--- src/sv/periodic_timer_table_assert.svh ---
// ----------------------------------------------------------------------------
// periodic_timer_table_assert.svh
// assertion macros used by the timer table back end (ptt_back)
// ----------------------------------------------------------------------------
`ifndef PERIODIC_TIMER_TABLE_ASSERT_SVH
`define PERIODIC_TIMER_TABLE_ASSERT_SVH

// property that must hold at every clock edge out of reset
`define PTT_CHECK(name, expr, msg) \
    name: assert property (@(posedge clk) disable iff (!rst_n) (expr)) else $error(msg);

// property that must hold in the cycle after a trigger
`define PTT_CHECK_NEXT(name, trig, expr, msg) \
    name: assert property (@(posedge clk) disable iff (!rst_n) (trig) |=> (expr)) \
        else $error(msg);

`endif

--- src/sv/ptt_pkg.sv ---
`timescale 1ns / 1ps
// ----------------------------------------------------------------------------
// ptt_pkg
// types, codes and sizes for the periodic timer table
// ----------------------------------------------------------------------------
package ptt_pkg;

    localparam int DEF_TIMER_SLOTS = 16;
    localparam int CMD_DEPTH       = 2;
    localparam int RES_DEPTH       = 2;

    localparam int OP_W     = 2;
    localparam int KEY_W    = 32;
    localparam int PERIOD_W = 32;
    localparam int NOW_W    = 40;
    localparam int DUE_W    = 41;

    // operation codes on the input word
    localparam logic [OP_W-1:0] OP_SET  = 2'd0;
    localparam logic [OP_W-1:0] OP_KILL = 2'd1;
    localparam logic [OP_W-1:0] OP_TICK = 2'd2;

    // command kinds after classification
    localparam logic [1:0] CMD_SET  = 2'd0;
    localparam logic [1:0] CMD_KILL = 2'd1;
    localparam logic [1:0] CMD_TICK = 2'd2;
    localparam logic [1:0] CMD_NOP  = 2'd3;

    typedef struct packed {
        logic [OP_W-1:0]     operation;
        logic [KEY_W-1:0]    timer_key;
        logic [PERIOD_W-1:0] period_ms;
        logic [NOW_W-1:0]    now_ms;
    } in_word_t;

    typedef struct packed {
        logic             fired;
        logic [KEY_W-1:0] fired_key;
        logic             status;
        logic             last;
    } out_word_t;

    typedef struct packed {
        logic [1:0]          kind;
        logic [KEY_W-1:0]    key;
        logic [PERIOD_W-1:0] period;
        logic [NOW_W-1:0]    now;
        logic [DUE_W-1:0]    due;
    } cmd_t;

    typedef struct packed {
        logic [KEY_W-1:0]    key;
        logic [PERIOD_W-1:0] period;
        logic [DUE_W-1:0]    due;
    } entry_t;

endpackage

--- src/sv/ptt_fifo.sv ---
`timescale 1ns / 1ps
// ----------------------------------------------------------------------------
// ptt_fifo
// small register queue, used for commands and for results
// ----------------------------------------------------------------------------
module ptt_fifo #(
    parameter int WIDTH = 8,
    parameter int DEPTH = 2
) (
    input  logic             clk,
    input  logic             rst_n,
    input  logic             push,
    input  logic [WIDTH-1:0] wdata,
    output logic             full,
    input  logic             pop,
    output logic [WIDTH-1:0] rdata,
    output logic             empty
);

    localparam int PTR_W = (DEPTH > 1) ? $clog2(DEPTH) : 1;
    localparam int CNT_W = $clog2(DEPTH + 1);
    localparam logic [PTR_W-1:0] PTR_LAST = PTR_W'(DEPTH - 1);

    logic [WIDTH-1:0] data_reg [DEPTH];
    logic [PTR_W-1:0] wr_ptr_reg, wr_ptr_next;
    logic [PTR_W-1:0] rd_ptr_reg, rd_ptr_next;
    logic [CNT_W-1:0] count_reg, count_next;
    logic             do_push, do_pop;

    assign full    = (count_reg == CNT_W'(DEPTH));
    assign empty   = (count_reg == '0);
    assign do_push = push && !full;
    assign do_pop  = pop && !empty;
    assign rdata   = data_reg[rd_ptr_reg];

    always_comb
    begin
        wr_ptr_next = wr_ptr_reg;
        rd_ptr_next = rd_ptr_reg;
        count_next  = count_reg;
        if (do_push)
        begin
            wr_ptr_next = (wr_ptr_reg == PTR_LAST) ? '0 : wr_ptr_reg + 1'b1;
        end
        if (do_pop)
        begin
            rd_ptr_next = (rd_ptr_reg == PTR_LAST) ? '0 : rd_ptr_reg + 1'b1;
        end
        case ({do_push, do_pop})
            2'b10:   count_next = count_reg + 1'b1;
            2'b01:   count_next = count_reg - 1'b1;
            default: count_next = count_reg;
        endcase
    end

    always_ff @(posedge clk or negedge rst_n)
    begin
        if (!rst_n)
        begin
            wr_ptr_reg <= '0;
            rd_ptr_reg <= '0;
            count_reg  <= '0;
        end
        else
        begin
            wr_ptr_reg <= wr_ptr_next;
            rd_ptr_reg <= rd_ptr_next;
            count_reg  <= count_next;
        end
    end

    always_ff @(posedge clk)
    begin
        if (do_push)
        begin
            data_reg[wr_ptr_reg] <= wdata;
        end
    end

endmodule

--- src/sv/ptt_front.sv ---
`timescale 1ns / 1ps
// ----------------------------------------------------------------------------
// ptt_front
// accepts input words, decodes the operation, queues commands
// ----------------------------------------------------------------------------
module ptt_front
    import ptt_pkg::*;
(
    input  logic     clk,
    input  logic     rst_n,
    input  logic     push,
    input  in_word_t item,
    output logic     full,
    output cmd_t     cmd,
    output logic     cmd_empty,
    input  logic     cmd_pop
);

    cmd_t cmd_in;

    always_comb
    begin
        cmd_in.key    = item.timer_key;
        cmd_in.period = item.period_ms;
        cmd_in.now    = item.now_ms;
        // due time of a set, worked out ahead of the table
        cmd_in.due    = DUE_W'(item.now_ms) + DUE_W'(item.period_ms);
        unique case (item.operation)
            OP_SET:  cmd_in.kind = CMD_SET;
            OP_KILL: cmd_in.kind = CMD_KILL;
            OP_TICK: cmd_in.kind = CMD_TICK;
            default: cmd_in.kind = CMD_NOP;
        endcase
    end

    ptt_fifo #(
        .WIDTH ($bits(cmd_t)),
        .DEPTH (CMD_DEPTH)
    ) u_cmd_q (
        .clk   (clk),
        .rst_n (rst_n),
        .push  (push),
        .wdata (cmd_in),
        .full  (full),
        .pop   (cmd_pop),
        .rdata (cmd),
        .empty (cmd_empty)
    );

endmodule

--- src/sv/ptt_back.sv ---
`timescale 1ns / 1ps
`include "periodic_timer_table_assert.svh"
// ----------------------------------------------------------------------------
// ptt_back
// timer table and scan engine: carries out set, kill, tick and unused-code commands
// ----------------------------------------------------------------------------
module ptt_back
    import ptt_pkg::*;
#(
    parameter int TIMER_SLOTS = DEF_TIMER_SLOTS
) (
    input  logic      clk,
    input  logic      rst_n,
    input  cmd_t      cmd,
    input  logic      cmd_empty,
    output logic      cmd_pop,
    output out_word_t res,
    output logic      res_push,
    input  logic      res_full
);

    localparam int SLOT_W = (TIMER_SLOTS > 1) ? $clog2(TIMER_SLOTS) : 1;
    localparam logic [SLOT_W-1:0] LAST_SLOT = SLOT_W'(TIMER_SLOTS - 1);

    localparam logic [1:0] ST_IDLE   = 2'd0;
    localparam logic [1:0] ST_SCAN   = 2'd1;
    localparam logic [1:0] ST_FINISH = 2'd2;

    // table storage, one read and one write port
    entry_t table_mem [TIMER_SLOTS];
    entry_t rd_data_reg;
    logic   mem_re, mem_we;
    logic [SLOT_W-1:0] mem_waddr;
    entry_t mem_wdata;

    logic [1:0]             state_reg, state_next;
    cmd_t                   cmd_reg, cmd_next;
    logic [TIMER_SLOTS-1:0] valid_reg, valid_next;
    logic [SLOT_W-1:0]      scan_idx_reg, scan_idx_next;
    logic                   issue_done_reg, issue_done_next;
    logic                   rd_pend_reg, rd_pend_next;
    logic [SLOT_W-1:0]      rd_slot_reg, rd_slot_next;
    logic                   hit_reg, hit_next;
    logic [SLOT_W-1:0]      hit_slot_reg, hit_slot_next;
    logic                   free_reg, free_next;
    logic [SLOT_W-1:0]      free_slot_reg, free_slot_next;
    logic                   best_reg, best_next;
    logic [SLOT_W-1:0]      best_slot_reg, best_slot_next;
    logic [KEY_W-1:0]       best_key_reg, best_key_next;
    logic [PERIOD_W-1:0]    best_period_reg, best_period_next;
    logic                   prev_reg, prev_next;
    logic [KEY_W-1:0]       prev_key_reg, prev_key_next;
    logic                   held_reg, held_next;
    logic [KEY_W-1:0]       held_key_reg, held_key_next;

    logic             slot_valid, key_match, slot_due, tick_cand, tick_better;
    logic             need_push, scan_start;
    logic [DUE_W-1:0] tick_due;

    // per-slot compare on the word read last cycle
    assign slot_valid  = valid_reg[rd_slot_reg];
    assign key_match   = slot_valid && (rd_data_reg.key == cmd_reg.key);
    assign slot_due    = slot_valid && (DUE_W'(cmd_reg.now) >= rd_data_reg.due);
    assign tick_cand   = slot_due && (!prev_reg || (rd_data_reg.key > prev_key_reg));
    assign tick_better = tick_cand && (!best_reg || (rd_data_reg.key < best_key_reg));
    assign tick_due    = DUE_W'(cmd_reg.now) + DUE_W'(best_period_reg);

    assign mem_re = (state_reg == ST_SCAN) && !issue_done_reg;

    always_comb
    begin
        state_next       = state_reg;
        cmd_next         = cmd_reg;
        valid_next       = valid_reg;
        scan_idx_next    = scan_idx_reg;
        issue_done_next  = issue_done_reg;
        rd_pend_next     = mem_re;
        rd_slot_next     = mem_re ? scan_idx_reg : rd_slot_reg;
        hit_next         = hit_reg;
        hit_slot_next    = hit_slot_reg;
        free_next        = free_reg;
        free_slot_next   = free_slot_reg;
        best_next        = best_reg;
        best_slot_next   = best_slot_reg;
        best_key_next    = best_key_reg;
        best_period_next = best_period_reg;
        prev_next        = prev_reg;
        prev_key_next    = prev_key_reg;
        held_next        = held_reg;
        held_key_next    = held_key_reg;
        cmd_pop          = 1'b0;
        need_push        = 1'b0;
        scan_start       = 1'b0;
        mem_we           = 1'b0;
        mem_waddr        = best_slot_reg;
        mem_wdata        = '{key: best_key_reg, period: best_period_reg, due: tick_due};
        res              = '{fired: 1'b0, fired_key: '0, status: 1'b0, last: 1'b1};

        unique case (state_reg)
            ST_IDLE:
            begin
                if (!cmd_empty)
                begin
                    cmd_pop    = 1'b1;
                    cmd_next   = cmd;
                    prev_next  = 1'b0;
                    held_next  = 1'b0;
                    scan_start = 1'b1;
                    state_next = ST_SCAN;
                end
            end

            ST_SCAN:
            begin
                if (mem_re)
                begin
                    if (scan_idx_reg == LAST_SLOT)
                    begin
                        issue_done_next = 1'b1;
                    end
                    else
                    begin
                        scan_idx_next = scan_idx_reg + 1'b1;
                    end
                end
                if (rd_pend_reg)
                begin
                    if (key_match)
                    begin
                        hit_next      = 1'b1;
                        hit_slot_next = rd_slot_reg;
                    end
                    if (!slot_valid && !free_reg)
                    begin
                        free_next      = 1'b1;
                        free_slot_next = rd_slot_reg;
                    end
                    if (tick_better)
                    begin
                        best_next        = 1'b1;
                        best_slot_next   = rd_slot_reg;
                        best_key_next    = rd_data_reg.key;
                        best_period_next = rd_data_reg.period;
                    end
                    if (rd_slot_reg == LAST_SLOT)
                    begin
                        state_next = ST_FINISH;
                    end
                end
            end

            ST_FINISH:
            begin
                case (cmd_reg.kind)
                    CMD_SET:
                    begin
                        need_push = 1'b1;
                        mem_wdata = '{key: cmd_reg.key, period: cmd_reg.period,
                                      due: cmd_reg.due};
                        mem_waddr = hit_reg ? hit_slot_reg : free_slot_reg;
                        if (!res_full)
                        begin
                            if (hit_reg || free_reg)
                            begin
                                mem_we                = 1'b1;
                                valid_next[mem_waddr] = 1'b1;
                            end
                            else
                            begin
                                res.status = 1'b1;
                            end
                            state_next = ST_IDLE;
                        end
                    end
                    CMD_KILL:
                    begin
                        need_push = 1'b1;
                        if (!res_full)
                        begin
                            if (hit_reg)
                            begin
                                valid_next[hit_slot_reg] = 1'b0;
                            end
                            state_next = ST_IDLE;
                        end
                    end
                    CMD_TICK:
                    begin
                        if (best_reg)
                        begin
                            // a new timer fired, so the held one is not the last
                            need_push = held_reg;
                            res = '{fired: 1'b1, fired_key: held_key_reg,
                                    status: 1'b0, last: 1'b0};
                            if (!held_reg || !res_full)
                            begin
                                mem_we        = 1'b1;
                                held_next     = 1'b1;
                                held_key_next = best_key_reg;
                                prev_next     = 1'b1;
                                prev_key_next = best_key_reg;
                                scan_start    = 1'b1;
                                state_next    = ST_SCAN;
                            end
                        end
                        else
                        begin
                            need_push = 1'b1;
                            if (held_reg)
                            begin
                                res = '{fired: 1'b1, fired_key: held_key_reg,
                                        status: 1'b0, last: 1'b1};
                            end
                            if (!res_full)
                            begin
                                state_next = ST_IDLE;
                            end
                        end
                    end
                    default:
                    begin
                        need_push = 1'b1;
                        if (!res_full)
                        begin
                            state_next = ST_IDLE;
                        end
                    end
                endcase
            end

            default:
            begin
                state_next = ST_IDLE;
            end
        endcase

        if (scan_start)
        begin
            scan_idx_next   = '0;
            issue_done_next = 1'b0;
            hit_next        = 1'b0;
            free_next       = 1'b0;
            best_next       = 1'b0;
        end
    end

    assign res_push = need_push && !res_full;

    always_ff @(posedge clk or negedge rst_n)
    begin
        if (!rst_n)
        begin
            state_reg      <= ST_IDLE;
            valid_reg      <= '0;
            scan_idx_reg   <= '0;
            issue_done_reg <= 1'b0;
            rd_pend_reg    <= 1'b0;
            hit_reg        <= 1'b0;
            free_reg       <= 1'b0;
            best_reg       <= 1'b0;
            prev_reg       <= 1'b0;
            held_reg       <= 1'b0;
        end
        else
        begin
            state_reg      <= state_next;
            valid_reg      <= valid_next;
            scan_idx_reg   <= scan_idx_next;
            issue_done_reg <= issue_done_next;
            rd_pend_reg    <= rd_pend_next;
            hit_reg        <= hit_next;
            free_reg       <= free_next;
            best_reg       <= best_next;
            prev_reg       <= prev_next;
            held_reg       <= held_next;
        end
    end

    always_ff @(posedge clk)
    begin
        cmd_reg         <= cmd_next;
        rd_slot_reg     <= rd_slot_next;
        hit_slot_reg    <= hit_slot_next;
        free_slot_reg   <= free_slot_next;
        best_slot_reg   <= best_slot_next;
        best_key_reg    <= best_key_next;
        best_period_reg <= best_period_next;
        prev_key_reg    <= prev_key_next;
        held_key_reg    <= held_key_next;
    end

    always_ff @(posedge clk)
    begin
        if (mem_we)
        begin
            table_mem[mem_waddr] <= mem_wdata;
        end
        if (mem_re)
        begin
            rd_data_reg <= table_mem[scan_idx_reg];
        end
    end

    `PTT_CHECK(a_push_in_finish, !res_push || (state_reg == ST_FINISH), "result outside finish")
    `PTT_CHECK(a_push_room, !res_push || !res_full, "result pushed into full queue")
    `PTT_CHECK(a_pop_in_idle, !cmd_pop || ((state_reg == ST_IDLE) && !cmd_empty), "bad command pop")
    `PTT_CHECK(a_tick_order, !((state_reg == ST_FINISH) && (cmd_reg.kind == CMD_TICK) && best_reg && prev_reg) || (best_key_reg > prev_key_reg), "tick keys not ascending")
    `PTT_CHECK_NEXT(a_scan_ends, (state_reg == ST_SCAN) && rd_pend_reg && (rd_slot_reg == LAST_SLOT), state_reg == ST_FINISH, "scan did not finish")

endmodule

--- src/sv/periodic_timer_table.sv ---
`timescale 1ns / 1ps
// set, kill and unused codes: the engine pops the command, scans all N = TIMER_SLOTS slots once, then finishes
// a tick scans the table again after each timer that fires, until a scan finds none due
// the result word can be popped in the cycle after the engine queues it
// one item in the table engine at a time; one table scan reads one slot per cycle
// reset: all timers disarmed, both queues empty; no clearing pass is needed
// ----------------------------------------------------------------------------
// periodic_timer_table
// table of repeating timers with set, kill and tick commands
// ----------------------------------------------------------------------------
module periodic_timer_table
    import ptt_pkg::*;
#(
    parameter int TIMER_SLOTS = DEF_TIMER_SLOTS
) (
    input  logic      clk,
    input  logic      rst_n,
    // input word queue side
    input  logic      push,
    input  in_word_t  item,
    output logic      full,
    // result word queue side
    input  logic      pop,
    output out_word_t result,
    output logic      empty
);

    // front to back command link
    cmd_t      cmd;
    logic      cmd_empty;
    logic      cmd_pop;

    // back to result queue link
    out_word_t res;
    logic      res_push;
    logic      res_full;

    // front: takes words, decodes operation, precomputes set due time
    ptt_front u_front (
        .clk       (clk),
        .rst_n     (rst_n),
        .push      (push),
        .item      (item),
        .full      (full),
        .cmd       (cmd),
        .cmd_empty (cmd_empty),
        .cmd_pop   (cmd_pop)
    );

    // back: scans the slot memory once per pass
    // set and kill look up the key and the lowest free slot in one pass
    // tick picks the smallest due key above the last fired key each pass,
    // so fired words come out in ascending key order
    ptt_back #(
        .TIMER_SLOTS (TIMER_SLOTS)
    ) u_back (
        .clk       (clk),
        .rst_n     (rst_n),
        .cmd       (cmd),
        .cmd_empty (cmd_empty),
        .cmd_pop   (cmd_pop),
        .res       (res),
        .res_push  (res_push),
        .res_full  (res_full)
    );

    // result queue keeps the engine running while the consumer stalls, as long as it has room
    ptt_fifo #(
        .WIDTH ($bits(out_word_t)),
        .DEPTH (RES_DEPTH)
    ) u_res_q (
        .clk   (clk),
        .rst_n (rst_n),
        .push  (res_push),
        .wdata (res),
        .full  (res_full),
        .pop   (pop),
        .rdata (result),
        .empty (empty)
    );

endmodule

--- config.mk ---
export PLATFORM = sky130hd
export DESIGN_NAME = periodic_timer_table
export DESIGN_NICKNAME = d
export VERILOG_FILES = /design/src/sv/ptt_pkg.sv /design/src/sv/ptt_fifo.sv /design/src/sv/ptt_front.sv /design/src/sv/ptt_back.sv /design/src/sv/periodic_timer_table.sv
export VERILOG_INCLUDE_DIRS = /design/src /design/src/sv
export SDC_FILE = /design/constraint.sdc
export NUM_CORES = 2
export LEC_CHECK = 0
export BUFFER_PORTS_ARGS = -buffer_cell sky130_fd_sc_hd__buf_2
export CAP_MARGIN = 20
export CORE_MARGIN = 4
export CORE_UTILIZATION = 50
export DETAILED_ROUTE_END_ITERATION = 8
export PLACE_DENSITY = 0.66
export SYNTH_ARGS = -nofsm -noshare
export SYNTH_HDL_FRONTEND = slang
export SYNTH_SLANG_ARGS = --single-unit
export TNS_END_PERCENT = 30
--- constraint.sdc ---
create_clock -name clk -period 17.4 [get_ports clk]
set_input_delay 0.87 -clock clk [delete_from_list [all_inputs] [get_ports clk]]
set_output_delay 0.87 -clock clk [all_outputs]
set_load 0.01 [all_outputs]
==> flow_summary.ini <==
[clocking]
clock_latency_ns = 0.88
cts_tree = built
ctsResizeCount = 0
cts.sinks = 2444
htreeDepth = 4
cts_made_buffers = 236
cts_buffer_depth = 3
cts_setup_buffers = 0
cts.reportedPaths.clkPinSlew_ns = 0.06
root_buffer = clkbuf_16
postCtsHoldBufs = 0

[critical_path]
cp.required_ns = 17.84
worstPathMaxFanout = 53
arrival_ns = 5.96
start_kind = flip-flop
cp-end-kind = flip-flop
path_class = flip-flop to flip-flop

[power]
clockPowerShare = 0.309
p_sw_w = 0.00462
ir_worst_vdd_v = 0.000186
pwr-share-seq = 0.459
total_power_w = 0.0167
powerDensity_nw_per_um2 = 153
p_leak_nw = 35.7
swShare = 0.277
intPower_w = 0.0121
comb_power_share = 0.231

[sta]
whs_ns = 0.137
fin_ws_ns = 11.88
fmaxAchievable_mhz = 181
setup_tns_ns = 0
slew_headroom = 0.276
rsz0062_at_grt = false
tightest_slew_ns = 1.09
setup_viol = 0
hold_violations = 0
drv_slew = 0
timing.final.crit_share = 0.317
fin_crit_ns = 5.52
clock_skew_ns = 0.0643

[place]
dp_hpwl_um = 124000
port_buffers = 146
gp_congestion = 0.848
dp_slack_ns = 11.57

[synth]
synth.avg_cell_area_um2 = 20.5
yosys.area.top_type = edfxtp_1
syn-cell-area_um2 = 96600
synth_ff_type = edfxtp_1
synth-edff-count = 2408
postSynthCellCount = 4711
yosysMostFrequentCell = edfxtp_1
yosysSeqAreaShare = 0.758
ys_ff_latch = 2444
syn_nets = 4993
ys_types = 72
synthTopCellsByArea = edfxtp_1, mux4_2, ha_1, mux2_2, dfrtp_1
yosys_warnings = 0
ys_top_cells_by_count = edfxtp_1, mux4_2, nand2_1
synth_largest_type_area_fraction = 0.748
synthArstFlopShare = 0.0147

[detailed_routing]
dr_wl_met3_um = 15300
wl_met1_um = 91500
drc = 0
met2_length_um = 113000
totalWireLength_um = 226000
wl_per_cell_um = 29.0
vias = 47146
dr.pass1.iters = 7
ant_nets = 0
drtIter0Drc = 5117
highest_layer = met5
avgViaCountPerCell = 6.06

[global_routing]
grt_overflow = 0
antenna_found_initial = 11
grt_pass1_vias = 47579
grt_pass1_wl_um = 329000
grt_max_degree = 151
grt_usage = 0.227

[floorplan]
rows = 161
die_area_um2 = 200000
pin_count = 147
die_w_um = 448
die_y_um = 448
initial_utilization = 0.502
coreArea_um2 = 192000

[layout]
largest_reg_flops = 1680
synthToLayoutAreaGrowth_pct = 13.0
nets = 5327
seqCellArea_um2 = 73200
multi_input_comb_area_um2 = 22400
drive_gt1_frac = 0.265
fill_cells = 14008

[hold_path]
hp-class = primary input to async pin

[job]
cap_violations = 0

[status]
outcome = finished clean
## layer usage
metal	vias up	track usage
met2	1920	0.374
met1	24894	0.317
met3	357	0.0339
met5	-	0
li1	19973	-
met4	2	0.0681
## power by group through the flow
stage,Clock [W],Sequential (W),Combinational (W)
after detailed placement,0,0.00780,0.00389
after floorplan,0,0.00762,0.00284
after global routing,0.00554,0.00771,0.00416
after global placement,0,0.00779,0.00383
final,0.00517,0.00767,0.00386
after CTS,0.00526,0.00768,0.00390
## cell families after synthesis
group	after synthesis	share of synthesized area
fa+ha+maj	172	0.0224
compound gates	408	0.0256
simple gates	557	0.0276
buf+inv	311	0.0122
mux	716	0.145
xor+xnor	103	0.00934
flops	2444	0.758
## placed cells by master (no fill, tap or decap), drive strengths merged, types with 5 or more instances in the layout
cell,instances
a2111oi,5
nor2b,19
and2,5
a31oi,14
a211oi,14
nor3,24
nor4,43
diode,5
nand4,30
xnor2,41
nand2b,27
and3,9
o31ai,8
or3,13
clkinvlp,14
mux4,530
dfrtp,36
buf,277
and4,5
a21o,51
clkinv,113
bufinv,29
nor2,105
nand2,226
edfxtp,2408
o21ai,146
o211ai,8
ha,170
a31o,5
clkbuf,283
inv,137
xor2,62
a21oi,111
o21a,14
nand3,29
mux2,182
## final cells by class
type                    instances  share of cell area
repair buffers                278              0.0178
inverters                     129             0.00448
multi-input cells            1956               0.205
clock buffers                 282              0.0560
flip-flops and latches       2444               0.671
diodes                          5            0.000115
clock inverters               164              0.0167
well taps                    2526              0.0289
## stage by stage
| step | cells | area, µm² | util |
|---|---|---|---|
| 2_1_floorplan | 4711 | 96600 | - |
| 3_3_place_gp | 7315 | 101000 | 0.525 |
| 3_5_place_dp | 7323 | 101000 | 0.526 |
| 4_1_cts | 7769 | 109000 | 0.567 |
| 5_1_grt | 7783 | 109000 | 0.568 |
| 6_report | 7784 | 109000 | 0.568 |
## critical path, cell delays in order, from the launching register on
cell,delay (ns)
dfrtp_1,0.43
nand2b_1,0.13
buf_4,0.35
or3_4,0.23
buf_4,0.59
a21oi_1,0.26
or3_1,0.59
nor2_4,0.67
buf_4,0.89
buf_4,0.90
## final timing paths
| path | cells after the start | endpoint | start | slack [ns] |
|---|---|---|---|---|
| max in group asynchronous | 1 | u_back.scan_idx_reg[2] | rst_n | 16.63 |
| min reg2reg | 0 | u_back.best_period_reg[2] | u_back.rd_data_reg[43] | 0.37 |
| max reg2reg | 9 | u_back.table_mem[11][43] | u_back.state_reg[0] | 11.88 |
| min | 1 | u_back.valid_reg[0] | rst_n | 0.14 |
| max | 9 | u_back.table_mem[11][43] | u_back.state_reg[0] | 11.88 |
| min in group clk | 1 | u_front.u_cmd_q.data_reg[0][124] | item[83] | 0.19 |
No activity file was read; power rests on OpenSTA's default activity.
